`config.mk`:
```
export PLATFORM = sky130hd
export DESIGN_NAME = round_robin_quantum_scheduler_core
export DESIGN_NICKNAME = d
export VERILOG_FILES = /design/src/rrqs_pkg.sv /design/src/round_robin_quantum_scheduler_core.sv /design/src/rrqs_ram.sv /design/src/rrqs_scan.sv
export SDC_FILE = /design/constraint.sdc
export NUM_CORES = 2
export LEC_CHECK = 0
export BUFFER_PORTS_ARGS = -buffer_cell sky130_fd_sc_hd__buf_2
export CORE_MARGIN = 4
export CORE_UTILIZATION = 55
export CTS_CLUSTER_DIAMETER = 200
export DETAILED_ROUTE_END_ITERATION = 16
export PLACE_DENSITY = 0.72
export SLEW_MARGIN = 10
export SYNTH_ARGS = -nofsm -noshare
export SYNTH_HDL_FRONTEND = slang
export SYNTH_SLANG_ARGS = --single-unit
```
`constraint.sdc`:
```
create_clock -name clk -period 12.8 [get_ports clk]
set_input_delay 1.28 -clock clk [delete_from_list [all_inputs] [get_ports clk]]
set_output_delay 1.28 -clock clk [all_outputs]
set_load 0.02 [all_outputs]
```
`src/rrqs_pkg.sv`:
```
// Shared types and constants for the round-robin quantum scheduler.
package rrqs_pkg;

  localparam int MAX_PROCS = 16;
  localparam int PID_W     = $clog2(MAX_PROCS);
  localparam int CNT_W     = $clog2(MAX_PROCS + 1);
  localparam int ENT_W     = 48;

  localparam logic [15:0] QUANTUM_RST = 16'd4;

  typedef enum logic [1:0] {
    FUNC_LOAD  = 2'd0,
    FUNC_STEP  = 2'd1,
    FUNC_CLEAR = 2'd2,
    FUNC_NONE  = 2'd3
  } func_t;

  typedef struct packed {
    logic [15:0] arrival;
    logic [15:0] burst;
    logic [15:0] remaining;
  } entry_t;

  typedef struct packed {
    logic [1:0]  func;
    logic [15:0] arrival_time;
    logic [15:0] burst_time;
  } in_item_t;

  typedef struct packed {
    logic [3:0]  process_id;
    logic [31:0] slice_end_time;
    logic        finished;
    logic [31:0] turnaround;
    logic [31:0] waiting;
    logic        all_done;
    logic [39:0] total_turnaround;
    logic [39:0] total_waiting;
    logic [4:0]  process_count;
  } out_item_t;

  // Candidate tracking handed from the scan unit to the sequencer.
  typedef struct packed {
    logic             found;
    logic [PID_W-1:0] sel_idx;
    entry_t           sel_ent;
    logic             min_vld;
    logic [PID_W-1:0] min_idx;
    entry_t           min_ent;
  } scan_res_t;

endpackage

```
`src/round_robin_quantum_scheduler_core.sv`:
```
// Top level: round-robin scheduler with time quantum, process table in RAM.
//
//   channel | direction | handshake        | payload
//   in_     | input     | in_valid/in_stall   | in_item_t  (func, arrival, burst)
//   out_    | output    | out_valid/out_stall | out_item_t (slice report, totals)
//   cfg_    | input     | cfg_valid/cfg_ready | quantum, 16 bits
//
// Load, clear and unused codes are handled in the idle state. A step stalls the input
// until its result is registered: the table is read
// one entry per cycle through the single RAM read port, the read drains,
// then four arithmetic stages (time, turnaround, waiting, sums) and the output cycle.
// A step with nothing left to run goes straight to the output cycle.
// Reset empties the table at once; table contents stay stale until loaded.
// A stalled output holds the last result; the input is taken meanwhile until
// a step needs the output register.
module round_robin_quantum_scheduler_core import rrqs_pkg::*; (
  input  logic        clk,
  input  logic        rst_n,
  input  logic        in_valid,
  output logic        in_stall,
  input  in_item_t    in_data,
  output logic        out_valid,
  input  logic        out_stall,
  output out_item_t   out_data,
  input  logic        cfg_valid,
  output logic        cfg_ready,
  input  logic [15:0] cfg_data
);

  typedef enum logic [2:0] {
    S_IDLE,
    S_SCAN,
    S_EXEC,
    S_TAT,
    S_WAIT,
    S_SUM,
    S_EMIT
  } state_t;

  state_t               state_r, state_nxt;
  logic [CNT_W-1:0]     count_r, count_nxt;
  logic [PID_W-1:0]     scan_r, scan_nxt;
  logic [31:0]          time_r, time_nxt;
  logic [39:0]          tsum_r, tsum_nxt;
  logic [39:0]          wsum_r, wsum_nxt;
  logic [15:0]          quantum_r, quantum_nxt;
  logic [MAX_PROCS-1:0] done_r, done_nxt;
  logic [PID_W-1:0]     iss_idx_r, iss_idx_nxt;
  logic [CNT_W-1:0]     iss_cnt_r, iss_cnt_nxt;
  logic                 rd_vld_r, rd_vld_nxt;
  logic [PID_W-1:0]     rd_idx_r, rd_idx_nxt;
  logic [PID_W-1:0]     pid_r, pid_nxt;
  entry_t               ent_r, ent_nxt;
  logic                 fin_r, fin_nxt;
  logic [31:0]          tat_r, tat_nxt;
  logic [31:0]          wt_r, wt_nxt;
  logic                 alldone_r, alldone_nxt;
  logic                 out_vld_r, out_vld_nxt;
  out_item_t            out_r, out_nxt;

  logic                 in_acc;
  logic                 scan_start;
  logic [MAX_PROCS-1:0] live_mask;
  logic                 any_open;
  logic [PID_W-1:0]     start_idx;

  logic                 ram_we;
  logic [PID_W-1:0]     ram_waddr;
  entry_t               ram_wdata;
  logic [PID_W-1:0]     ram_raddr;
  entry_t               ram_rdata;

  scan_res_t            res;

  logic [PID_W-1:0]     exec_pid;
  entry_t               exec_ent;
  logic [31:0]          exec_base;
  logic [15:0]          exec_q;
  logic                 exec_fin;
  logic [32:0]          time_sum;
  logic [40:0]          tsum_add;
  logic [40:0]          wsum_add;

  rrqs_ram #(
    .W (ENT_W),
    .D (MAX_PROCS)
  ) u_table (
    .clk   (clk),
    .we    (ram_we),
    .waddr (ram_waddr),
    .wdata (ram_wdata),
    .raddr (ram_raddr),
    .rdata (ram_rdata)
  );

  rrqs_scan u_scan (
    .clk        (clk),
    .rst_n      (rst_n),
    .start      (scan_start),
    .rd_vld     (rd_vld_r),
    .rd_idx     (rd_idx_r),
    .rd_ent     (ram_rdata),
    .done_marks (done_r),
    .cur_time   (time_r),
    .res        (res)
  );

  assign in_stall  = (state_r != S_IDLE);
  assign in_acc    = in_valid && !in_stall;
  assign cfg_ready = (state_r == S_IDLE);
  assign out_valid = out_vld_r;
  assign out_data  = out_r;

  always_comb begin
    for (int i = 0; i < MAX_PROCS; i++) begin
      live_mask[i] = (CNT_W'(i) < count_r);
    end
  end

  assign any_open  = |(live_mask & ~done_r);
  assign start_idx = (CNT_W'(scan_r) < count_r) ? scan_r : '0;

  // Slice selection: ready entry if any, else jump to the earliest arrival.
  assign exec_pid  = res.found ? res.sel_idx : res.min_idx;
  assign exec_ent  = res.found ? res.sel_ent : res.min_ent;
  assign exec_base = res.found ? time_r : {16'd0, res.min_ent.arrival};
  assign exec_q    = (quantum_r == 16'd0) ? 16'd1 : quantum_r;
  assign exec_fin  = (exec_ent.remaining <= exec_q);
  assign time_sum  = {1'b0, exec_base} + {17'd0, (exec_fin ? exec_ent.remaining : exec_q)};
  assign tsum_add  = {1'b0, tsum_r} + {9'd0, tat_r};
  assign wsum_add  = {1'b0, wsum_r} + {9'd0, wt_r};

  assign scan_start = in_acc && (func_t'(in_data.func) == FUNC_STEP);

  always_comb begin
    state_nxt   = state_r;
    count_nxt   = count_r;
    scan_nxt    = scan_r;
    time_nxt    = time_r;
    tsum_nxt    = tsum_r;
    wsum_nxt    = wsum_r;
    quantum_nxt = quantum_r;
    done_nxt    = done_r;
    iss_idx_nxt = iss_idx_r;
    iss_cnt_nxt = iss_cnt_r;
    rd_vld_nxt  = 1'b0;
    rd_idx_nxt  = iss_idx_r;
    pid_nxt     = pid_r;
    ent_nxt     = ent_r;
    fin_nxt     = fin_r;
    tat_nxt     = tat_r;
    wt_nxt      = wt_r;
    alldone_nxt = alldone_r;
    out_vld_nxt = out_vld_r && out_stall;
    out_nxt     = out_r;
    ram_we      = 1'b0;
    ram_waddr   = count_r[PID_W-1:0];
    ram_wdata   = '{arrival: in_data.arrival_time, burst: in_data.burst_time,
                    remaining: in_data.burst_time};
    ram_raddr   = iss_idx_r;

    if (cfg_valid && cfg_ready) begin
      quantum_nxt = cfg_data;
    end

    unique case (state_r)
      S_IDLE: begin
        if (in_acc) begin
          unique case (func_t'(in_data.func))
            FUNC_LOAD: begin
              if (count_r < CNT_W'(MAX_PROCS)) begin
                ram_we                          = 1'b1;
                done_nxt[count_r[PID_W-1:0]]    = 1'b0;
                count_nxt                       = count_r + CNT_W'(1);
              end
            end
            FUNC_STEP: begin
              if (any_open) begin
                alldone_nxt = 1'b0;
                iss_idx_nxt = start_idx;
                iss_cnt_nxt = '0;
                state_nxt   = S_SCAN;
              end else begin
                alldone_nxt = 1'b1;
                state_nxt   = S_EMIT;
              end
            end
            FUNC_CLEAR: begin
              done_nxt  = '0;
              count_nxt = '0;
              scan_nxt  = '0;
              time_nxt  = '0;
              tsum_nxt  = '0;
              wsum_nxt  = '0;
            end
            FUNC_NONE: begin
            end
          endcase
        end
      end

      S_SCAN: begin
        if (iss_cnt_r < count_r) begin
          // issue the next circular read
          rd_vld_nxt  = 1'b1;
          iss_cnt_nxt = iss_cnt_r + CNT_W'(1);
          iss_idx_nxt = ((CNT_W'(iss_idx_r) + CNT_W'(1)) == count_r) ? '0
                        : iss_idx_r + PID_W'(1);
        end else if (!rd_vld_r) begin
          state_nxt = S_EXEC;
        end
      end

      S_EXEC: begin
        time_nxt = time_sum[32] ? '1 : time_sum[31:0];
        pid_nxt  = exec_pid;
        ent_nxt  = exec_ent;
        fin_nxt  = exec_fin;
        ram_we    = 1'b1;
        ram_waddr = exec_pid;
        ram_wdata = '{arrival: exec_ent.arrival, burst: exec_ent.burst,
                      remaining: exec_fin ? 16'd0 : exec_ent.remaining - exec_q};
        if (exec_fin) begin
          done_nxt[exec_pid] = 1'b1;
        end
        scan_nxt  = ((CNT_W'(exec_pid) + CNT_W'(1)) == count_r) ? '0
                    : exec_pid + PID_W'(1);
        state_nxt = S_TAT;
      end

      S_TAT: begin
        tat_nxt   = fin_r ? (time_r - {16'd0, ent_r.arrival}) : 32'd0;
        state_nxt = S_WAIT;
      end

      S_WAIT: begin
        wt_nxt    = (tat_r >= {16'd0, ent_r.burst}) ? tat_r - {16'd0, ent_r.burst} : 32'd0;
        tsum_nxt  = tsum_add[40] ? '1 : tsum_add[39:0];
        state_nxt = S_SUM;
      end

      S_SUM: begin
        wsum_nxt  = wsum_add[40] ? '1 : wsum_add[39:0];
        state_nxt = S_EMIT;
      end

      S_EMIT: begin
        // hold until the output register is free
        if (!out_vld_r || !out_stall) begin
          out_vld_nxt                = 1'b1;
          out_nxt.process_id         = alldone_r ? 4'd0 : 4'(pid_r);
          out_nxt.slice_end_time     = time_r;
          out_nxt.finished           = !alldone_r && fin_r;
          out_nxt.turnaround         = alldone_r ? 32'd0 : tat_r;
          out_nxt.waiting            = alldone_r ? 32'd0 : wt_r;
          out_nxt.all_done           = alldone_r;
          out_nxt.total_turnaround   = tsum_r;
          out_nxt.total_waiting      = wsum_r;
          out_nxt.process_count      = 5'(count_r);
          state_nxt                  = S_IDLE;
        end
      end
    endcase
  end

  always_ff @(posedge clk) begin
    if (!rst_n) begin
      state_r   <= S_IDLE;
      count_r   <= '0;
      scan_r    <= '0;
      time_r    <= '0;
      tsum_r    <= '0;
      wsum_r    <= '0;
      quantum_r <= QUANTUM_RST;
      done_r    <= '0;
      rd_vld_r  <= 1'b0;
      out_vld_r <= 1'b0;
      alldone_r <= 1'b0;
      iss_cnt_r <= '0;
      iss_idx_r <= '0;
    end else begin
      state_r   <= state_nxt;
      count_r   <= count_nxt;
      scan_r    <= scan_nxt;
      time_r    <= time_nxt;
      tsum_r    <= tsum_nxt;
      wsum_r    <= wsum_nxt;
      quantum_r <= quantum_nxt;
      done_r    <= done_nxt;
      rd_vld_r  <= rd_vld_nxt;
      out_vld_r <= out_vld_nxt;
      alldone_r <= alldone_nxt;
      iss_cnt_r <= iss_cnt_nxt;
      iss_idx_r <= iss_idx_nxt;
    end
    rd_idx_r <= rd_idx_nxt;
    pid_r    <= pid_nxt;
    ent_r    <= ent_nxt;
    fin_r    <= fin_nxt;
    tat_r    <= tat_nxt;
    wt_r     <= wt_nxt;
    out_r    <= out_nxt;
  end

  a_scan_nonempty: assert property (@(posedge clk) disable iff (!rst_n)
    state_r == S_SCAN |-> count_r != '0)
    else $error("scan started on an empty table");

  a_exec_candidate: assert property (@(posedge clk) disable iff (!rst_n)
    state_r == S_EXEC |-> (res.found || res.min_vld) && !done_r[exec_pid])
    else $error("slice selected no open process");

  a_done_marked: assert property (@(posedge clk) disable iff (!rst_n)
    state_r == S_EXEC && exec_fin |=> done_r[$past(exec_pid)])
    else $error("finished process not marked done");

  a_count_bound: assert property (@(posedge clk) disable iff (!rst_n)
    count_r <= CNT_W'(MAX_PROCS))
    else $error("process count beyond table depth");

  a_emit_result: assert property (@(posedge clk) disable iff (!rst_n)
    state_r == S_EMIT && (!out_vld_r || !out_stall) |=> out_vld_r && state_r == S_IDLE)
    else $error("result not presented after step");

endmodule

```
`src/rrqs_ram.sv`:
```
// Generic single-write, single-read RAM with registered read data.
module rrqs_ram #(
  parameter int W = 8,
  parameter int D = 16
) (
  input  logic                 clk,
  input  logic                 we,
  input  logic [$clog2(D)-1:0] waddr,
  input  logic [W-1:0]         wdata,
  input  logic [$clog2(D)-1:0] raddr,
  output logic [W-1:0]         rdata
);

  logic [W-1:0] mem [D];
  logic [W-1:0] rdata_r;

  always_ff @(posedge clk) begin
    if (we) begin
      mem[waddr] <= wdata;
    end
    rdata_r <= mem[raddr];
  end

  assign rdata = rdata_r;

endmodule

```
`src/rrqs_scan.sv`:
```
// Scan unit: tracks first ready process and earliest pending arrival from the read stream.
module rrqs_scan import rrqs_pkg::*; (
  input  logic                 clk,
  input  logic                 rst_n,
  input  logic                 start,
  input  logic                 rd_vld,
  input  logic [PID_W-1:0]     rd_idx,
  input  entry_t               rd_ent,
  input  logic [MAX_PROCS-1:0] done_marks,
  input  logic [31:0]          cur_time,
  output scan_res_t            res
);

  scan_res_t res_r, res_nxt;

  always_comb begin
    res_nxt = res_r;
    if (start) begin
      res_nxt.found   = 1'b0;
      res_nxt.min_vld = 1'b0;
    end else if (rd_vld && !done_marks[rd_idx]) begin
      // first ready entry in circular order wins
      if (!res_r.found && ({16'd0, rd_ent.arrival} <= cur_time)) begin
        res_nxt.found   = 1'b1;
        res_nxt.sel_idx = rd_idx;
        res_nxt.sel_ent = rd_ent;
      end
      // strict compare keeps the first entry that reaches the minimum
      if (!res_r.min_vld || (rd_ent.arrival < res_r.min_ent.arrival)) begin
        res_nxt.min_vld = 1'b1;
        res_nxt.min_idx = rd_idx;
        res_nxt.min_ent = rd_ent;
      end
    end
  end

  always_ff @(posedge clk) begin
    if (!rst_n) begin
      res_r.found   <= 1'b0;
      res_r.min_vld <= 1'b0;
    end else begin
      res_r <= res_nxt;
    end
  end

  assign res = res_r;

endmodule

```
==> summary.md <==
| Metric | Value |
|---|---|
| Outcome | finished clean |
| Final setup TNS | 0 ns |
| First-pass GRT wire length | 227000 um |
| Synth top area share | 0.585 |
| Pwr dens | 192 nW/um2 |
| Hold Startpoint | u_table.rdata[17] |
| Max_cap viols | 0 |
| WL/cell | 26.2 um |
| Final WL | 153000 um |
| Vias | 36377 |
| Synth-to-Final Area Change | 12.9% |
| Slew headroom | 0.173 |
| Placed cells | 5588 |
| Hold path endpoint | u_scan.res[17] |
| DIE AREA | 114000 um2 |
| Setup bufs post-CTS | 0 |
| Routed Antenna Nets | 0 |
| Final worst-path cycle share | 0.598 |
| Clk sinks | 1382 |
| Post-synthesis cell count | 4044 |
| #FFs+latches synth | 1382 |
| Port buffer count | 244 |
| Post-route insts no fill | 5853 |
| Fmax | 131 MHz |
| Initial antenna violation count | 7 |
| Drt pass-1 iters | 6 |
| CP arrival | 8.27 ns |
| Synth async-reset ratio | 0 |
| Slew Viols, Final | 0 |
| Hold path depth | 0 |
| Gr usage total | 0.270 |
| Die span in x | 337 um |
| Vias per cell | 6.22 |
| CTS Buf Count | 142 |
| CTS max path bufs | 3 |
| Avg Inst Size Synth | 14.7 um2 |
| Post-synth top flop | edfxtp_1 |
| Worst r2r src | u_scan.res[105] |
| Io pins | 245 |
| Crit path time final | 7.66 ns |
| Worst-path maximum fanout | 48 |
| Worst-Margin Slew | 1.24 ns |
| Worst Path Class, Setup | reg -> reg |
| Post-cts gate resize count | 0 |
| Worst Skew | 0.0333 ns |
| Area leader, netlist | edfxtp_1 |
| Final setup violation count | 0 |
| Total number of yosys warnings | 0 |
| RSZ-0062 raised after global routing | false |
| EDFF count, synth | 1160 |
| Largest net degree at the start of global routing | 108 |
| Maximum VDD drop | 0.128 mV |
| Share of cells above drive strength 1 | 0.200 |
| Fin Hold WS | 0.414 ns |
| CTS tree | done |
| Critical Path RT | 13.41 ns |
| H-tree Lvls | 4 |
| Syn Nets | 4281 |
| RR Endpoint | time_r[29] |
| Class of the worst hold path | reg -> reg |
| Synth top cells by count | edfxtp_1, nand2_1, mux4_2, dfxtp_1, o21ai_0 |
| Worst skew pair latency | 0.75 ns |
| Register area share after synthesis | 0.660 |
| Critical Path Sink Type | flop |
| Post-route DRC | 0 |
| Initial DRC count | 4231 |
| R2r setup slk | 5.14 ns |
| # hold bufs at CTS | 0 |
| Chip Height | 337 um |
| Reg clk slew, reported paths | 0.06 ns |
| Rows | 120 |
| Routability cong. | 0.920 |
| Synthesized cell area | 59500 um2 |
| HPWL after DPL | 97000 um |
| CP Launch Type | flop |
| Ranking of synthesized cells by area | edfxtp_1, mux4_2, dfxtp_1, ha_1, nand2_1 |
| Final nets | 4566 |
| CTS root buffer | clkbuf_16 |
| Static Leak | 23.4 nW |
| Grt ovf | 0 |
| Core Area | 107000 um2 |
| Starting Density | 0.555 |
| Layout filler cell count | 7863 |
| Worst reg2reg path depth | 20 |
| Vias in the first global route | 35299 |
| Netlist cell types | 88 |
| Top-count cell post-synth | edfxtp_1 |
| Final hold viol count | 0 |
-- cell usage in the layout (no fill, tap or decap), types with 23 or more instances in the layout --
cell,count
xor2_1,50
and2_1,26
xnor2_1,70
ha_1,176
buf_4,76
nor2b_1,93
clkbuf_16,145
nand3_1,45
a21o_1,59
a31oi_1,58
o21ai_0,201
dfxtp_1,216
inv_1,123
nand4_1,26
clkinv_1,30
o21a_1,27
and3_1,23
mux2_2,51
clkbuf_1,33
mux4_2,244
nand2_1,398
nor3_1,52
a211oi_1,25
nor2_1,153
nand2b_1,40
buf_2,244
a21oi_1,195
edfxtp_1,1160
o31ai_1,25
-- layout make-up --
type	count	area (um2)	share of cell area
clock buffer	185	3850	0.0573
timing repair buffer	321	1810	0.0270
clock inverter	77	696	0.0104
tap	1403	1760	0.0261
multi-input combinational	2356	19300	0.287
inverter	126	475	0.00708
antenna	3	7.51	0.000112
sequential	1382	39300	0.585
-- worst max path at each step --
stage,from,end,slack [ns]
final,u_scan.res[105],time_r[29],5.14
after global routing,u_scan.res[105],time_r[29],4.57
after CTS,u_scan.res[105],time_r[29],5.23
after detailed placement,u_scan.res[105],time_r[29],5.29
after global placement,u_scan.res[105],time_r[29],5.50
after floorplan,out_stall,out_data[0],1.95
-- per-stage QoR --
step	setup slack (ns)	power (mW)	area, um2	util
finish	5.14	12.9	67200	0.627
CTS	5.23	12.9	67200	0.626
floorplan	1.95	7.96	59500	-
global placement	5.50	8.86	62600	0.584
detailed placement	5.29	8.92	62600	0.584
global route	4.57	13.5	67200	0.627
-- critical path, stage by stage, from the launching register on --
cell and delay, ns:
dfxtp_4 0.60, buf_4 0.63, mux2_2 0.43, ha_1 0.28, a21o_1 0.18, a21o_1 0.17, a211oi_1 0.56, o21ai_0 0.38
o21ai_4 0.56, buf_4 0.39, mux2_2 0.39, ha_1 0.38, nand3_1 0.10, nor2_1 0.14, a211oi_1 0.08, o21ai_1 0.26
nand4_1 0.23, a2111oi_2 1.07, nor2_1 0.13, and4_1 0.24, a2111oi_0 0.32
-- metal layers --
layer	share of wire	GRT usage
met1	0.40	0.376
met2	0.47	0.426
met3	0.089	0.0574
met4	0.036	0.0991
met5	0.00014	0
-- state kept, by name (all words and copies together) (netlist names), 3 cells and up --
signal	cells
tsum_r	40
u_table.mem	768
out_data	187
count_r	5
iss_cnt_r	5
time_r	32
u_table.rdata	48
wsum_r	40
u_scan.res	106
iss_idx_r	4
tat_r	32
wt_r	32
rd_idx_r	4
ent_r	32
scan_r	4
pid_r	4
quantum_r	16
done_r	16
state_r	3
-- cells by family (layout without fill, tap and decap cells) --
family	Yosys count	after routing	synth area share
multiplexers	309	309	0.104
AND/OR/NAND/NOR	974	974	0.0784
AO/OA/AOI/OAI	770	770	0.0810
adder cells (fa/ha/maj)	183	183	0.0392
XOR/XNOR	120	120	0.0177
flip-flops	1382	1382	0.660
other	0	3	0
buffers and inverters	306	709	0.0196
-- power by group --
group | total (mW) | leakage [nW] | switching, mW | internal, mW
logic | 2.90 | 8.88 | 1.78 | 1.13
clock network | 4.01 | 2.21 | 1.72 | 2.30
registers | 5.97 | 12.3 | 0.351 | 5.62
(Power assumes the default switching activity.)
